### src/wads_queue.sv
`default_nettype none

module wads_queue #(
	parameter int WIDTH = 8
) (
	input  wire logic             clk,
	input  wire logic             arst_n,
	input  wire logic             wr_valid,
	output logic                  wr_ready,
	input  wire logic [WIDTH-1:0] wr_data,
	output logic                  rd_valid,
	input  wire logic             rd_ready,
	output logic [WIDTH-1:0]      rd_data
);

	logic [WIDTH-1:0] slot_q [2];
	logic             wr_ptr_q;
	logic             rd_ptr_q;
	logic [1:0]       count_q;
	logic             push;
	logic             pop;

	assign wr_ready = (count_q != 2'd2);
	assign rd_valid = (count_q != 2'd0);
	assign rd_data  = slot_q[rd_ptr_q];
	assign push     = wr_valid && wr_ready;
	assign pop      = rd_valid && rd_ready;

	always_ff @(posedge clk or negedge arst_n) begin
		if (!arst_n) begin
			wr_ptr_q <= 1'b0;
			rd_ptr_q <= 1'b0;
			count_q  <= 2'd0;
		end else begin
			if (push) begin
				wr_ptr_q <= ~wr_ptr_q;
			end
			if (pop) begin
				rd_ptr_q <= ~rd_ptr_q;
			end
			if (push && !pop) begin
				count_q <= count_q + 2'd1;
			end else if (pop && !push) begin
				count_q <= count_q - 2'd1;
			end
		end
	end

	always_ff @(posedge clk) begin
		if (push) begin
			slot_q[wr_ptr_q] <= wr_data;
		end
	end

endmodule

`default_nettype wire

### config.mk
export PLATFORM = sky130hd
export DESIGN_NAME = wads_queue
export DESIGN_NICKNAME = d
export VERILOG_FILES = /design/src/wads_queue.sv
export SDC_FILE = /design/constraint.sdc
export NUM_CORES = 1
export LEC_CHECK = 0
export ABC_AREA = 1
export BUFFER_PORTS_ARGS = -buffer_cell sky130_fd_sc_hd__clkbuf_2
export CORE_MARGIN = 1
export CORE_UTILIZATION = 40
export DETAILED_ROUTE_END_ITERATION = 12
export PLACE_DENSITY = 0.7
export SLEW_MARGIN = 40
export SYNTH_ARGS = -nofsm -noshare
export SYNTH_HDL_FRONTEND = slang
export SYNTH_SLANG_ARGS = --single-unit
### constraint.sdc
create_clock -name clk -period 2.2 [get_ports clk]
set_clock_uncertainty 0.2 [all_clocks]
set_input_delay 0.11 -clock clk [delete_from_list [all_inputs] [get_ports clk]]
set_output_delay 0.11 -clock clk [all_outputs]
set_load 0.05 [all_outputs]
==> results.py <==
metrics = {
    "yosys": {
        "yosysUniqueCellTypes": 14,
        "yosys_warnings": 0,
        "avgSynthCellArea_um2": 11.8,
        "syn_nets": 83,
        "syn_area_um2": 827,
        "synth-seq-cells": 20,
        "ys_seq_area_share_pct": 70.2,
        "synth_cells": 70,
    },
    "power_and_ir_drop": {
        "p_comb_share_pct": 47.6,
        "p_leak_nw": 0.536,
        "p_int_mw": 0.918,
        "total_power_mw": 1.70,
        "p_sw_mw": 0.785,
        "power_density_nw_per_um2": 1490,
        "ir_worst_vdd_v": 0.000682,
        "seq_power_share_pct": 35.1,
        "swShare_pct": 46.1,
        "p_clk_share_pct": 17.3,
    },
    "job": {
        "cap_violations": 0,
    },
    "setup_path": {
        "reg2reg_depth": 9,
        "startpoint_type": "flop",
        "path_max_fanout": 10,
        "end_kind": "output pin",
        "critPathKind": "flop to output pin",
        "cp_cell_sequence": "inv_2, nand2_1, nand2_1, clkbuf_2",
        "cp.arrival_ps": 1420,
        "ff2ff_setup_slack_ps": 590,
        "crit_required_ps": 1890,
        "cpMostUsedCell": "nand2_1",
        "cp_slowest_stage_delay_ps": 510,
        "cpMaxStageDelayCell": "dfrtp_1",
    },
    "drt": {
        "drtIter0Drc": 12,
        "routed_wl_um": 1430,
        "ant_nets": 0,
        "drc": 0,
        "num_vias": 571,
        "wire_per_inst_um": 10.6,
        "drt_pass1_iterations": 4,
        "routed_via_density": 4.23,
    },
    "placement": {
        "gp_routability_congestion": 0.755,
        "io_buffers": 21,
        "pre_cts_slack_ps": 617,
        "hpwl_um": 934,
    },
    "finish": {
        "layout_commonest_cell": "nand2_1",
        "final_cell_mix": "nand2_1 (30), clkbuf_2 (21), edfxtp_1 (16)",
        "area_growth_pct": 38.1,
        "seq_area_um2": 581,
        "drive_gt1_share_pct": 32.4,
        "multi_input_area_um2": 209,
        "antenna_cells": 0,
        "nFillCells": 182,
        "fin_nets": 122,
    },
    "sta": {
        "setup_violations": 0,
        "setup-tns-final_ps": 0,
        "final-max-slew-violation-count": 0,
        "hold_viol_final": 0,
        "period_needed_ps": 1730,
        "finalCritPeriodShare_pct": 78.7,
        "tightestPinTransition_ps": 325,
        "rsz0062_at_grt": "false",
        "max_freq_mhz": 578,
        "worst_slack_ps": 469,
        "slew_headroom_pct": 78.3,
    },
    "floorplanning": {
        "start_util_pct": 42.2,
        "boundaryPins": 22,
        "core_area_um2": 1960,
        "die_height_um": 47.5,
        "num_rows": 16,
        "die_x_um": 47.5,
        "fp.dieArea_um2": 2250,
    },
    "global_route": {
        "grt_pass1_vias": 485,
        "grt_pass1_wl_um": 2070,
        "grt_use_total_pct": 14.3,
        "antenna_found_initial": 0,
        "grt-ovfl-total": 0,
        "grt_max_degree": 13,
    },
    "clock_tree": {
        "ctsHtreeMaxLevel": 1,
        "cts_tree": "done",
        "cts_buffer_depth": 2,
        "post_cts_buffers": 0,
        "root_buffer": "clkbuf_4",
        "clock-sinks": 20,
        "path_clk_slew_ps": 110,
        "cts_hold_buffers": 12,
        "cts_buffers": 3,
        "insertion_delay_ps": 290,
        "post_cts_resized": 0,
    },
    "worst_hold_path": {
        "hp-class": "input pin to flop",
        "hold_depth": 2,
    },
    "run_status": {
        "outcome": "finished, final reports clean",
    },
}
-- logic make-up after synthesis --
group                    Yosys count  share of synthesized area [%]
XOR/XNOR                           2                           3.03
flip-flops                        20                           70.2
buffers and inverters              8                           4.54
adder cells (fa/ha/maj)            1                           1.51
AND/OR/NAND/NOR                   39                           20.7
-- metal layers --
metal | global-route usage [%] | vias up | part of all wire, %
met4 | 6.86 | 0 | 0
met1 | 16.7 | 255 | 43
met3 | 3.40 | 0 | 3.5
met2 | 24.7 | 14 | 53
li1 | - | 302 | -
met5 | 0 | - | 0
-- critical path: cells and delay by family, from the launching register on --
family | cells | cell delay, ps
buffers and inverters | 2 | 470
AND/OR/NAND/NOR | 2 | 140
flip-flops | 1 | 510
-- path summary, 6_finish.rpt --
path | to | from
worst max-delay path | rd_data[0] | rd_ptr_q
worst min-delay path | slot_q[0][6] | wr_data[6]
worst max register to register | count_q[1] | count_q[0]
worst min register to register | count_q[0] | count_q[0]
max in group asynchronous | rd_ptr_q | arst_n
min in group asynchronous | count_q[0] | arst_n
-- metrics by stage --
step	utilization, %	area, um^2	hold slack (ps)	instances
6_report	58.2	1140	331	135
5_1_grt	58.2	1140	333	135
4_1_cts	58.2	1140	325	135
3_5_place_dp	49.4	970	-273	119
3_3_place_gp	49.4	970	-275	119
2_1_floorplan	-	827	-386	70
-- synth_stat cells --
library cell / instances / area (um^2)
nand4_1: 1 / 6.26
nand2_2: 2 / 12.5
nand2_4: 2 / 22.5
nand3_1: 2 / 10.0
dfrtp_1: 4 / 100
inv_1: 4 / 15.0
edfxtp_1: 16 / 480
nor2_1: 2 / 7.51
ha_1: 1 / 12.5
xor2_2: 1 / 16.3
inv_2: 3 / 11.3
nand2_1: 30 / 113
buf_6: 1 / 11.3
xnor2_1: 1 / 8.76
-- sequential cells by signal (all words and copies together) (netlist names) --
name and cells:
wr_ptr_q 1, slot_q 16, rd_ptr_q 1, count_q 2
-- area by class of cell --
type                            instances  area share [%]
Clock inverter                          1            2.63
Multi-Input combinational cell         42            18.3
Clock buffer                            3            1.97
Tap cell                               27            2.96
Sequential cell                        20            50.8
Timing Repair Buffer                   35            21.0
Inverter                                7            2.30
-- power by group through the flow --
stage	combinational (mW)	clock, mW	sequential (mW)
2_1_floorplan	0.656	0	0.574
3_3_place_gp	0.777	0	0.602
3_5_place_dp	0.795	0	0.609
4_1_cts	0.816	0.299	0.601
5_1_grt	0.885	0.312	0.613
6_report	0.811	0.295	0.597
No activity file was read; power rests on OpenSTA's default activity.
