[src/wads_pkg.sv]
`default_nettype none

package wads_pkg;

	localparam int ADDR_W     = 48;
	localparam int ADDR_BYTES = 6;
	localparam int HASH_W     = 32;
	localparam int UNIQ_W     = 9;
	localparam int ELAPSED_W  = 16;
	localparam int VERDICT_W  = 2;

	localparam logic [HASH_W-1:0] FNV_OFFSET = 32'h811C_9DC5;
	localparam logic [HASH_W-1:0] FNV_PRIME  = 32'h0100_0193;

	localparam logic [UNIQ_W-1:0]    UNIQUE_MAX  = 9'd511;
	localparam logic [ELAPSED_W-1:0] ELAPSED_MAX = 16'hFFFF;
	localparam logic [ELAPSED_W-1:0] WLEN_RESET  = 16'd1000;

	// input action codes
	localparam logic ACT_ADVERT = 1'b0;
	localparam logic ACT_TICK   = 1'b1;

	// result kind codes
	localparam logic KIND_VERDICT = 1'b0;
	localparam logic KIND_REPORT  = 1'b1;

	// verdict codes
	localparam logic [VERDICT_W-1:0] VERDICT_NEW     = 2'd0;
	localparam logic [VERDICT_W-1:0] VERDICT_DUP     = 2'd1;
	localparam logic [VERDICT_W-1:0] VERDICT_DROPPED = 2'd2;

	typedef struct packed {
		logic                  kind;
		logic [VERDICT_W-1:0]  verdict;
		logic [UNIQ_W-1:0]     unique_count;
		logic [ELAPSED_W-1:0]  window_elapsed_ms;
	} res_t;

endpackage

`default_nettype wire

[src/wads_front.sv]
`default_nettype none

module wads_front import wads_pkg::*; #(
	parameter int TABLE_ENTRIES = 256,
	parameter int IDX_W         = 8
) (
	input  wire logic              clk,
	input  wire logic              arst_n,
	input  wire logic              in_valid,
	output logic                   in_ready,
	input  wire logic              action,
	input  wire logic [ADDR_W-1:0] bd_addr,
	output logic                   cmd_valid,
	input  wire logic              cmd_ready,
	output logic                   cmd_action,
	output logic [ADDR_W-1:0]      cmd_addr,
	output logic [IDX_W-1:0]       cmd_start
);

	localparam int MOD_BITS  = 4;
	localparam int MOD_STEPS = HASH_W / MOD_BITS;
	localparam int REM_W     = IDX_W + 1;
	localparam logic [2:0]       HASH_LAST = 3'(ADDR_BYTES - 1);
	localparam logic [2:0]       MOD_LAST  = 3'(MOD_STEPS - 1);
	localparam logic [REM_W-1:0] N_REM     = REM_W'(TABLE_ENTRIES);

	typedef enum logic [3:0] {
		F_IDLE = 4'b0001,
		F_HASH = 4'b0010,
		F_MOD  = 4'b0100,
		F_OUT  = 4'b1000
	} fstate_t;

	fstate_t             state_q;
	logic [2:0]          step_q;
	logic                action_q;
	logic [ADDR_W-1:0]   addr_q;
	logic [ADDR_W-1:0]   sh_q;
	logic [HASH_W-1:0]   hash_q;
	logic [REM_W-1:0]    rem_q;
	logic [HASH_W-1:0]   hash_next;
	logic [REM_W-1:0]    rem_next;

	assign in_ready   = (state_q == F_IDLE);
	assign cmd_valid  = (state_q == F_OUT);
	assign cmd_action = action_q;
	assign cmd_addr   = addr_q;
	assign cmd_start  = rem_q[IDX_W-1:0];

	// one FNV-1a round per cycle, top byte first
	assign hash_next = 32'((hash_q ^ {24'b0, sh_q[ADDR_W-1 -: 8]}) * FNV_PRIME);

	// restoring remainder, four hash bits per cycle
	always_comb begin
		logic [REM_W-1:0] r;
		r = rem_q;
		for (int j = 0; j < MOD_BITS; j++) begin
			r = {r[REM_W-2:0], hash_q[HASH_W-1-j]};
			if (r >= N_REM) begin
				r = r - N_REM;
			end
		end
		rem_next = r;
	end

	always_ff @(posedge clk or negedge arst_n) begin
		if (!arst_n) begin
			state_q <= F_IDLE;
			step_q  <= '0;
		end else begin
			case (state_q)
				F_IDLE: begin
					if (in_valid) begin
						step_q  <= '0;
						state_q <= (action == ACT_TICK) ? F_OUT : F_HASH;
					end
				end
				F_HASH: begin
					if (step_q == HASH_LAST) begin
						step_q  <= '0;
						state_q <= F_MOD;
					end else begin
						step_q <= step_q + 3'd1;
					end
				end
				F_MOD: begin
					if (step_q == MOD_LAST) begin
						state_q <= F_OUT;
					end else begin
						step_q <= step_q + 3'd1;
					end
				end
				F_OUT: begin
					if (cmd_ready) begin
						state_q <= F_IDLE;
					end
				end
				default: state_q <= F_IDLE;
			endcase
		end
	end

	always_ff @(posedge clk) begin
		case (state_q)
			F_IDLE: begin
				if (in_valid) begin
					action_q <= action;
					addr_q   <= bd_addr;
					sh_q     <= bd_addr;
					hash_q   <= FNV_OFFSET;
					rem_q    <= '0;
				end
			end
			F_HASH: begin
				hash_q <= hash_next;
				sh_q   <= sh_q << 8;
			end
			F_MOD: begin
				hash_q <= hash_q << MOD_BITS;
				rem_q  <= rem_next;
			end
			default: ;
		endcase
	end

endmodule

`default_nettype wire

[config.mk]
export PLATFORM = sky130hd
export DESIGN_NAME = wads_front
export DESIGN_NICKNAME = d
export VERILOG_FILES = /design/src/wads_pkg.sv /design/src/wads_front.sv
export SDC_FILE = /design/constraint.sdc
export NUM_CORES = 1
export LEC_CHECK = 0
export BUFFER_PORTS_ARGS = -buffer_cell sky130_fd_sc_hd__buf_2
export CORE_ASPECT_RATIO = 0.75
export CORE_MARGIN = 3
export CORE_UTILIZATION = 55
export CTS_CLUSTER_SIZE = 30
export DETAILED_ROUTE_END_ITERATION = 8
export PLACE_DENSITY = 0.75
export SLEW_MARGIN = 5
export SYNTH_ARGS = -nofsm -noshare
export SYNTH_HDL_FRONTEND = slang
export SYNTH_SLANG_ARGS = --single-unit
[constraint.sdc]
create_clock -name clk -period 5.6 [get_ports clk]
set_clock_uncertainty 0.2 [all_clocks]
set_input_delay 0.84 -clock clk [delete_from_list [all_inputs] [get_ports clk]]
set_output_delay 0.84 -clock clk [all_outputs]
set_load 0.005 [all_outputs]
==> results.cfg <==
[run_status]
outcome = complete, but fails checks
violations = setup timing

[synthesis]
synth_fa_ha_area_share_pct = 33.9
syn-instance-count = 1039
synth_compound_area_share_pct = 7.35
yosysWarnings = 0
async_flop_share_pct = 4.86
yosys_register_bits = 144
synth.avg_cell_area_um2 = 10.9
netlist_area_mm2 = 0.0113
ys_types = 58
synth_ff_type = edfxtp_1
synth_top_family_by_area = adder cells
muxShareOfSynthArea_pct = 0
synth_top_area_share_pct = 36.3
synth_xor_area_share_pct = 3.79
synth_area_leaders = edfxtp_1, ha_1, fa_1
synth_fp_nets = 1354
synth_enable_flop_cells = 137
yosysTopAreaCell = edfxtp_1
seq_area_frac_synth_pct = 37.9
synth-simple-area-share_pct = 10.3

[routing]
drc = 0
final_antenna_net_count = 0
first_iter_violations = 707
firstDrtPassIters = 5
wl_per_cell_um = 19.9
num_vias = 8503
wirelength_um = 30300
via_per_inst = 5.59

[critical_path]
cp.arrival_ns = 5.81
crit_buf_inv = 2
cp_slowest_cell = fa_1
cp-end-kind = flop
crit_top_cell = fa_1
startpoint_type = flop
crit_family = adder cells
crit_type = flop to flop
critPathMaxStageDelay_ns = 0.56
required_ns = 5.56
critPathMaxFanout = 5
path_cells = xor2_2, ha_1, ha_2, fa_1, ha_2, fa_1, ha_1, inv_1, fa_1, inv_1, ha_4, a21o_1, a31oi_1, o32a_1, a31oi_4, or4_4, a31oi_4, xnor2_2, o21ai_1

[min_path]
min_path_type = input port to async pin

[sta]
hold_viol = 0
tightest_slew_ns = 1.17
whs_ns = 0.0317
worst_slack_ns = -0.250
slew_headroom_pct = 21.6
period_needed_ns = 5.85
fin_crit_sh_pct = 104
grt_setup_unrepaired = yes
timing.fmax_mhz = 171
drv_slew = 0
setup_violations = 6
tns_ns = -0.690

[floorplan]
io_pins = 112
die_width_um = 172
fp.dieH_um = 130
core_mm2 = 0.0198
rows = 44
fp.dieArea_mm2 = 0.0224
start_util_pct = 57.3

[clock_tree]
clk_latency_ns = 0.43
cts_tree = built
holdBufCountCts = 0
clkSlewWorstSetupHoldPaths_ns = 0.08
cts_max_level = 4
cts_buffers = 17
root_buffer = clkbuf_16
clock_sinks = 144
clock_path_buffers = 2

[final_layout]
areaGrowthSynthToFinish_pct = 25.3
regArea_mm2 = 0.00429
final_layout_size_suffix_gt1_share_pct = 28.6
fill_cells = 1273
layout_common_cells = inv_1, nand2_1, ha_1
multi_input_area_mm2 = 0.00695
layout.nets = 1571
antenna_cells = 0

[global_route]
grt_max_degree = 70
grt_usage_pct = 26.9
grt_antenna_before_repair = 3
grt-ovfl-total = 0
grt_pass1_vias = 8528
grt_pass1_wl_um = 45700

[placed_design]
io_buffers = 111
place.gp.congestion = 0.925
dp_hpwl_um = 21400
dp_slack_ns = -0.310

[job]
drv_cap = 0
==> state kept, by name (all words and copies together), names as in the netlist <==
name,cells
cmd_addr,48
sh_q,48
hash_q,32
rem_q,8
state_q,4
step_q,3
cmd_action,1
==> worst reg2reg max path, delay by kind of cell (launching register included) <==
| family | cells | cell delay, ns |
|---|---|---|
| AO/OA/AOI/OAI | 6 | 1.18 |
| XOR/XNOR | 2 | 0.38 |
| adder cells (fa/ha/maj) | 8 | 2.72 |
| buffers and inverters | 2 | 0.13 |
| flip-flops | 1 | 0.43 |
| AND/OR/NAND/NOR | 1 | 0.55 |
==> through the flow <==
step / instance area, um^2 / util [%] / cells
after global routing: 14200 / 71.8 / 1522
final: 14200 / 71.8 / 1522
after CTS: 13900 / 70.4 / 1512
after global placement: 12800 / 64.7 / 1466
after detailed placement: 12800 / 64.7 / 1466
after floorplan: 11400 / - / 1039
==> worst paths after layout <==
path	from	endpoint	slack (ns)	depth (start not counted)
setup / recovery	sh_q[47]	hash_q[30]	-0.25	19
hold / removal	arst_n	state_q[3]	0.03	1
setup reg to reg	sh_q[47]	hash_q[30]	-0.25	19
hold reg to reg	sh_q[22]	sh_q[30]	0.31	2
max in group asynchronous	arst_n	state_q[0]	4.94	1
min in group clk	sh_q[22]	sh_q[30]	0.31	2
==> cell families (layout without fill, tap and decap cells) <==
family                     Yosys count  after routing
AOI/OAI and AO/OA                  130            130
buffers and inverters              194            424
and+or+nand+nor                    260            260
xor gates and xnor gates            49             49
adders and majority gates          262            262
DFF                                144            144
==> layer usage <==
| metal | GRT usage (%) | part of all wire (%) |
|---|---|---|
| met4 | 6.81 | 1.8 |
| met3 | 8.45 | 9.6 |
| met1 | 37.5 | 42 |
| met2 | 41.4 | 46 |
| met5 | 0 | 0.15 |
==> final cells by class <==
class | count | area share, %
Multi-Input combinational cell | 701 | 49.0
Sequential cell | 144 | 30.2
Timing Repair Buffer | 223 | 9.89
Inverter | 169 | 4.47
Clock buffer | 17 | 3.00
Tap cell | 253 | 2.23
Clock inverter | 15 | 1.18
==> cell usage after synthesis, types with 4 or more instances <==
| cell | n |
|---|---|
| ha_1 | 188 |
| inv_1 | 169 |
| nand2_1 | 164 |
| edfxtp_1 | 137 |
| fa_1 | 74 |
| a21oi_1 | 35 |
| o21ai_0 | 28 |
| nor2_1 | 26 |
| xor2_1 | 26 |
| xnor2_1 | 23 |
| clkbuf_1 | 16 |
| and2_1 | 11 |
| nor2b_1 | 11 |
| a21o_1 | 10 |
| o21ai_1 | 10 |
| nand2b_1 | 9 |
| nor3_1 | 9 |
| a211oi_1 | 7 |
| dfrtp_1 | 6 |
| nand3_1 | 6 |
| o211ai_1 | 6 |
| a31oi_1 | 5 |
| buf_6 | 5 |
| o21bai_1 | 5 |
| nor4b_1 | 4 |
| or4_1 | 4 |
==> repair_timing <==
action / in CTS / in global routing
pin swaps: 75 / 53
endpoints found under the setup margin: 15 / 16
setup buffers: 14 / 11
gates resized for setup: 66 / 39
Power is left out: the tool's default activity adds up to more than one toggle a clock period on the data nets, which glitch-free logic cannot reach.
